[src/rtl/core/jsr_pkg.sv]
// Package for the Jacobi stencil relaxation block.
// Holds widths, register codes, reset values and shared types; no dependencies.
package jsr_pkg;

    localparam int VALUE_BITS       = 32;
    localparam int ROW_BITS         = 16;
    localparam int OUT_COL_BITS     = 10;
    localparam int GRID_COLS_BITS   = 11;
    localparam int RES_BITS         = 63;
    localparam int CFG_INDEX_BITS   = 4;
    localparam int CFG_DATA_BITS    = 16;
    localparam int MAX_COLS_DEFAULT = 1024;

    localparam int ABS_BITS  = VALUE_BITS + 1;
    localparam int LO_BITS   = 16;
    localparam int HI_BITS   = ABS_BITS - LO_BITS;
    localparam int TERM_BITS = 2 * HI_BITS + LO_BITS;

    localparam logic [CFG_INDEX_BITS-1:0] REG_GRID_ROWS = CFG_INDEX_BITS'(0);
    localparam logic [CFG_INDEX_BITS-1:0] REG_GRID_COLS = CFG_INDEX_BITS'(1);

    localparam logic [ROW_BITS-1:0]       RESET_GRID_ROWS = ROW_BITS'(256);
    localparam logic [GRID_COLS_BITS-1:0] RESET_GRID_COLS = GRID_COLS_BITS'(256);

    localparam logic [RES_BITS-1:0] RES_MAX = '1;

    typedef logic [VALUE_BITS-1:0] t_val;

    typedef struct packed {
        t_val top;
        t_val mid;
        t_val bot;
    } t_col;

    typedef struct packed {
        logic                    emit;
        logic                    last;
        logic [ROW_BITS-1:0]     row;
        logic [OUT_COL_BITS-1:0] col;
    } t_meta;

endpackage

[src/rtl/core/jsr_win_cell.sv]
// One column of the 3x3 stencil window; loads its input column when enabled.
// Depends on jsr_pkg for the column type.
module jsr_win_cell import jsr_pkg::*; (
    input  logic i_clk,
    input  logic i_en,
    input  t_col i_col,
    output t_col o_col
);

    t_col r_col;

    always_ff @(posedge i_clk) begin
        if (i_en) begin
            r_col <= i_col;
        end
    end

    assign o_col = r_col;

endmodule

[config.mk]
export PLATFORM = sky130hd
export DESIGN_NAME = jsr_win_cell
export DESIGN_NICKNAME = d
export VERILOG_FILES = /design/src/rtl/core/jsr_pkg.sv /design/src/rtl/core/jsr_win_cell.sv
export SDC_FILE = /design/constraint.sdc
export NUM_CORES = 1
export LEC_CHECK = 0
export BUFFER_PORTS_ARGS = -buffer_cell sky130_fd_sc_hd__buf_2
export CORE_AREA = 2 2 74 105
export DETAILED_ROUTE_END_ITERATION = 8
export DIE_AREA = 0 0 76 107
export GPL_ROUTABILITY_DRIVEN = 0
export PLACE_DENSITY_LB_ADDON = 0.05
export SLEW_MARGIN = 10
export SYNTH_ARGS = -nofsm -noshare
export SYNTH_HDL_FRONTEND = slang
export SYNTH_SLANG_ARGS = --single-unit
[constraint.sdc]
create_clock -name i_clk -period 0.8 [get_ports i_clk]
set_input_delay 0.12 -clock i_clk [delete_from_list [all_inputs] [get_ports i_clk]]
set_output_delay 0.12 -clock i_clk [all_outputs]
set_load 0.05 [all_outputs]
---- Yosys cells after proc, flatten, opt, wreduce, memory -nomap -nowiden ----
Index checks and enable logic that the tools add are counted.
storage, ports and cells
  bits in registers ....................... 96
  output and inout bits ................... 96
  logic and storage cells ................. 3

---- Depth between registers and ports, before layout ----
Gate-level depths: netlist of the first run.
  depth after elaboration ................. 0
  gate-level depth with buffers ........... 0
  mapped depth without buffers ............ 0

---- Least setup slack after synthesis of the first run ----
OpenSTA, ideal clock, no wires.
  kind .................................... reg-to-output
  from .................................... register r_col, in the netlist o_col[0]
  to ...................................... output port o_col[0] (netlist name)
  data arrival time ....................... 0.601 ns
  data required time ...................... 0.680 ns
  path slack .............................. 0.079 ns
  stages on the path, launching flop included .. 1
  path buffers ............................ 0
  cells stage by stage .................... edfxtp_1
RTL lines
  item                    line                RTL
  from (decl)             jsr_win_cell.sv:10  t_col r_col;
  from (signal assigned)  jsr_win_cell.sv:14  r_col <= i_col;
  to (decl)               jsr_win_cell.sv:7   output t_col o_col
No word-level cell between the ends.

---- Worst setup path after layout of the first run ----
  from .................................... register r_col, in the netlist o_col[54]
  to ...................................... output port o_col[54] (netlist name)
No word-level cell between the ends.

==> flow_metrics.tcl, run 1 <==
set metrics [dict create \
    status "finished, violations left" \
    violations "negative setup slack" \
    io_buffers 193 \
    die_area_mm2 0.00813 \
    critPathBufInv 1 \
    ios 194 \
    fin_crit_sh_pct 135 \
    path_class "reg -> out" \
    min_period_ns 1.08 \
    core_mm2 0.00718 \
    post-route-drc-count 0 \
    fill_cells 374 \
    place_hpwl_um 4430 \
    worst_slew_pin_slew_ns 0.209 \
    overflow 0 \
    start_util_pct 40.2 \
    rows 37 \
    largest_reg_flops 96 \
    cts_sinks 96 \
    multi_input_cells 0 \
    cts-htree-levels 3 \
    hold_violations 0 \
    die_w_um 76 \
    start_kind "flip-flop" \
    clock.fmax_ghz 0.928 \
    drt_iter0_drc 125 \
    synth_area_mm2 0.00288 \
    leakagePower_nw 2.42 \
    wl_per_cell_um 16.1 \
    antenna_found_initial 0 \
    multi_input_area_um2 0 \
    syn_nets 194 \
    rsz0062_at_grt "yes" \
    holdCritPathClass "in -> reg" \
    grt_usage_pct 20.7 \
    final_cell_area_mm2 0.00577 \
    synth_top_cell_by_area "edfxtp_1" \
    syn_area_per_cell_um2 30.0 \
    cp_slowest_cell "edfxtp_1" \
    drv_cap 0 \
    cp_max_fo 1 \
    clock-root-buffer "clkbuf_8" \
    area_delta_synth_final_pct 100 \
    grt_pass1_wl_um 12300 \
    max-vdd-ir-drop_mv 1.50 \
    cp-end-kind "output pin" \
    ys_warn_count 0 \
    max_stage_delay_ns 0.42 \
    antenna_left 0 \
    cts_buffers 9 \
    place_area_mm2 0.00403 \
    grt_pass1_vias 2376 \
    synth.distinct_cells 1 \
    path_clk_slew_ns 0.09 \
    synth.area.top_cells "edfxtp_1 (100%)" \
    die_y_um 107 \
    total_power_w 0.0121 \
    synthCells 96 \
    drt-total-wl_um 8090 \
    clockBufferDepth 2 \
    arrival_ns 0.96 \
    ys_ff_latch 96 \
    final_cell_mix "dlygate4sd3_1 (96), buf_2 (96), edfxtp_1 (96), buf_6 (96), clkbuf_8 (9)" \
    worst_slack_ns -0.277 \
    power.density_mw_per_mm2 2090 \
    critPathRequiredTime_ns 0.68 \
    drtPass1Iterations 4 \
    antennaDiodeCount 0 \
    via_per_inst 4.26 \
    path_delay_family "flip-flops" \
    nets 498 \
    yosysSeqAreaShare_pct 100 \
    max-slew-margin-rel_pct 86.0 \
    setup_viol 96 \
    synth_top_cell_area_share_pct 100 \
    fin_util_pct 80.4 \
    crit_chain "buf_6" \
    grt_start_max_net_pins 40 \
    tritoncts "built" \
    drive_gt1_share_pct 51.4 \
    dr_total_vias 2141 \
    slew_viol_final 0 \
]
[cell usage after synthesis]
master    count
edfxtp_1     96
[where the power goes]
part / switching (W) / internal (W) / leakage, nW / total [W]
clock: 0.00153 / 0.00140 / 0.0902 / 0.00293
sequential: 0.000185 / 0.00598 / 0.940 / 0.00617
combinational: 0.00177 / 0.00120 / 1.39 / 0.00298
[stage by stage]
step                      cells  worst slack [ns]  hold WS (ns)  TNS (ns)
after floorplan              96            0.0794         0.219         0
after global placement      390           -0.0219         0.296    -0.780
after detailed placement    390           -0.0268         0.298     -1.03
after CTS                   502            -0.286         0.215    -23.76
after global routing        502            -0.318         0.236    -25.86
final                       502            -0.277         0.231    -22.17
[final timing paths]
check      start         to  cells past startpoint
max    o_col[54]  o_col[54]                      1
min         i_en  o_col[21]                      2
[layout make-up]
class	count	area, um^2	area share, %
flip-flops and latches	96	2880	50.0
repair buffers	293	2580	44.8
clock inverters	6	50.0	0.868
well taps	97	121	2.10
clock buffers	10	128	2.21
[cell families (layout without fill, tap and decap cells)]
group / count (synthesis) / after routing / share of synthesized area [%]
buffers and inverters: 0 / 309 / 0
DFF: 96 / 96 / 100
[metal layers]
| layer | share of wire, % | track usage [%] | vias to the layer above |
|---|---|---|---|
| li1 | - | - | 996 |
| met1 | 32 | 19.4 | 998 |
| met2 | 57 | 38.9 | 127 |
| met3 | 8.9 | 7.07 | 20 |
| met4 | 2.8 | 11.4 | 0 |
| met5 | 0 | 0 | - |
[timing repair]
item,4_1_cts,5_1_grt
setup endpoints to repair,96,96
gates cloned,0,0
resized for setup,192,0
hold endpoints to repair,96,0
hold buffers,96,0
buffers inserted,0,0
Power figures use the tool's default switching activity.
==> run 2: changes to the inputs <==
Settings changed: SKIP_CTS_REPAIR_TIMING set to 1, TNS_END_PERCENT set to 50.
==> run 2 against run 1 <==
The flow still finishes with violations (negative setup slack). Largest power group unchanged. Cell area down 3.6%. Power shrank 1.9%. Sequential power decreased by 0.8%. Die area unchanged. Combinational power decreased by 6%. Critical endpoint is now o_col[73]. Non-clock buffer count stayed put. Global-route usage decreased by 6.2 points. Critical path depth did not move. Via count decreased by 0.37%. First-iteration DRC count decreased by 21%. Core utilization decreased by 2.9 points. Hold slack about the same.
==> flow_metrics.tcl, run 2 (same netlist as run 1, synthesis figures left out) <==
set metrics [dict create \
    io_buffers 193 \
    arrival_ns 0.97 \
    antennaDiodeCount 0 \
    post-route-drc-count 0 \
    top_layer "met4" \
    clock.fmax_ghz 0.920 \
    nets 498 \
    worst_slew_pin_slew_ns 0.263 \
    dr_total_vias 2133 \
    max-vdd-ir-drop_mv 1.42 \
    overflow 0 \
    tritoncts "built" \
    drt-met1-wl_um 2480 \
    max_stage_delay_ns 0.39 \
    hold_violations 0 \
    wl_per_cell_um 15.1 \
    cts_sinks 96 \
    place_hpwl_um 4430 \
    clock-root-buffer "clkbuf_8" \
    slew_viol_final 0 \
    grt_pass1_vias 1648 \
    cp_max_fo 1 \
    setup_viol 96 \
    drive_gt1_share_pct 51.4 \
    drtPass1Iterations 4 \
    cp_slowest_cell "edfxtp_1" \
    drv_cap 0 \
    min_period_ns 1.09 \
    die_area_mm2 0.00813 \
    dp.cells 390 \
    core_mm2 0.00718 \
    drt_iter0_drc 99 \
    via_per_inst 4.25 \
    final_cell_area_mm2 0.00556 \
    grt_usage_pct 14.4 \
    holdCritPathClass "in -> reg" \
    drt-total-wl_um 7600 \
    path_class "reg -> out" \
    antenna_found_initial 0 \
    dr_wl_met2_um 4210 \
    worst_slack_ns -0.287 \
    fin_crit_sh_pct 136 \
    final_common_cell "buf_2" \
    path_delay_family "flip-flops" \
    clockBufferDepth 2 \
    die_w_um 76 \
    critPathBufInv 1 \
    leakagePower_nw 2.35 \
    critPathRequiredTime_ns 0.68 \
    grt_pass1_wl_um 8450 \
    largest_reg_flops 96 \
    max-slew-margin-rel_pct 82.6 \
    cts-htree-levels 3 \
    power.density_mw_per_mm2 2130 \
    grt_start_max_net_pins 40 \
    final_cell_mix "buf_2 (129), dlygate4sd3_1 (96), edfxtp_1 (96), buf_6 (63), clkbuf_8 (9)" \
    rows 37 \
    tns_ns -22.63 \
    start_util_pct 40.2 \
    fin_cells 502 \
    die_y_um 107 \
    multi_input_cells 0 \
    cts_buffers 9 \
    multi_input_area_um2 0 \
    path_clk_slew_ns 0.08 \
    antenna_left 0 \
    area_delta_synth_final_pct 92.9 \
    start_kind "flip-flop" \
    crit_chain "buf_2" \
    place_area_mm2 0.00403 \
    rsz0062_at_grt "yes" \
    wl_met3_um 634 \
    status "finished, violations left" \
    violations "negative setup slack" \
    cp-end-kind "output pin" \
    ios 194 \
    total_power_w 0.0118 \
]
[run 2: changes by cell type in the layout (fill, tap and decap cells not counted)]
cell   before  now
buf_6      96   63
buf_2      96  129
[run 2: path summary, 6_finish.rpt]
check	startpoint	endpoint	slack, ns	depth (start not counted)
max	o_col[73]	o_col[73]	-0.29	1
min	i_en	o_col[14]	0.23	2
[run 2: metrics by stage]
step	utilization, %	setup slack (ns)	hold WS [ns]
floorplan	-	0.0794	0.219
global placement	56.1	-0.0219	0.296
detailed placement	56.1	-0.0268	0.298
CTS	58.6	-0.320	-0.0859
global route	77.5	-0.314	0.235
finish	77.5	-0.287	0.232
[run 2: per-layer routing]
layer	track usage (%)	vias to the layer above
met5	0	-
met4	11.2	0
met3	5.22	22
met2	23.6	125
met1	15.2	990
li1	-	996
[run 2: final cells by class]
| cell class | instances | area (um^2) |
|---|---|---|
| repair buffers | 293 | 2380 |
| well taps | 97 | 121 |
| fillers | 413 | 1620 |
| clock inverters | 6 | 50.0 |
| clock buffers | 10 | 128 |
| flip-flops and latches | 96 | 2880 |
[run 2: power breakdown]
group / switching, W / internal [W] / leakage [nW]
registers: 0.000147 / 0.00598 / 0.940
logic: 0.00176 / 0.00105 / 1.32
clock network: 0.00151 / 0.00140 / 0.0902
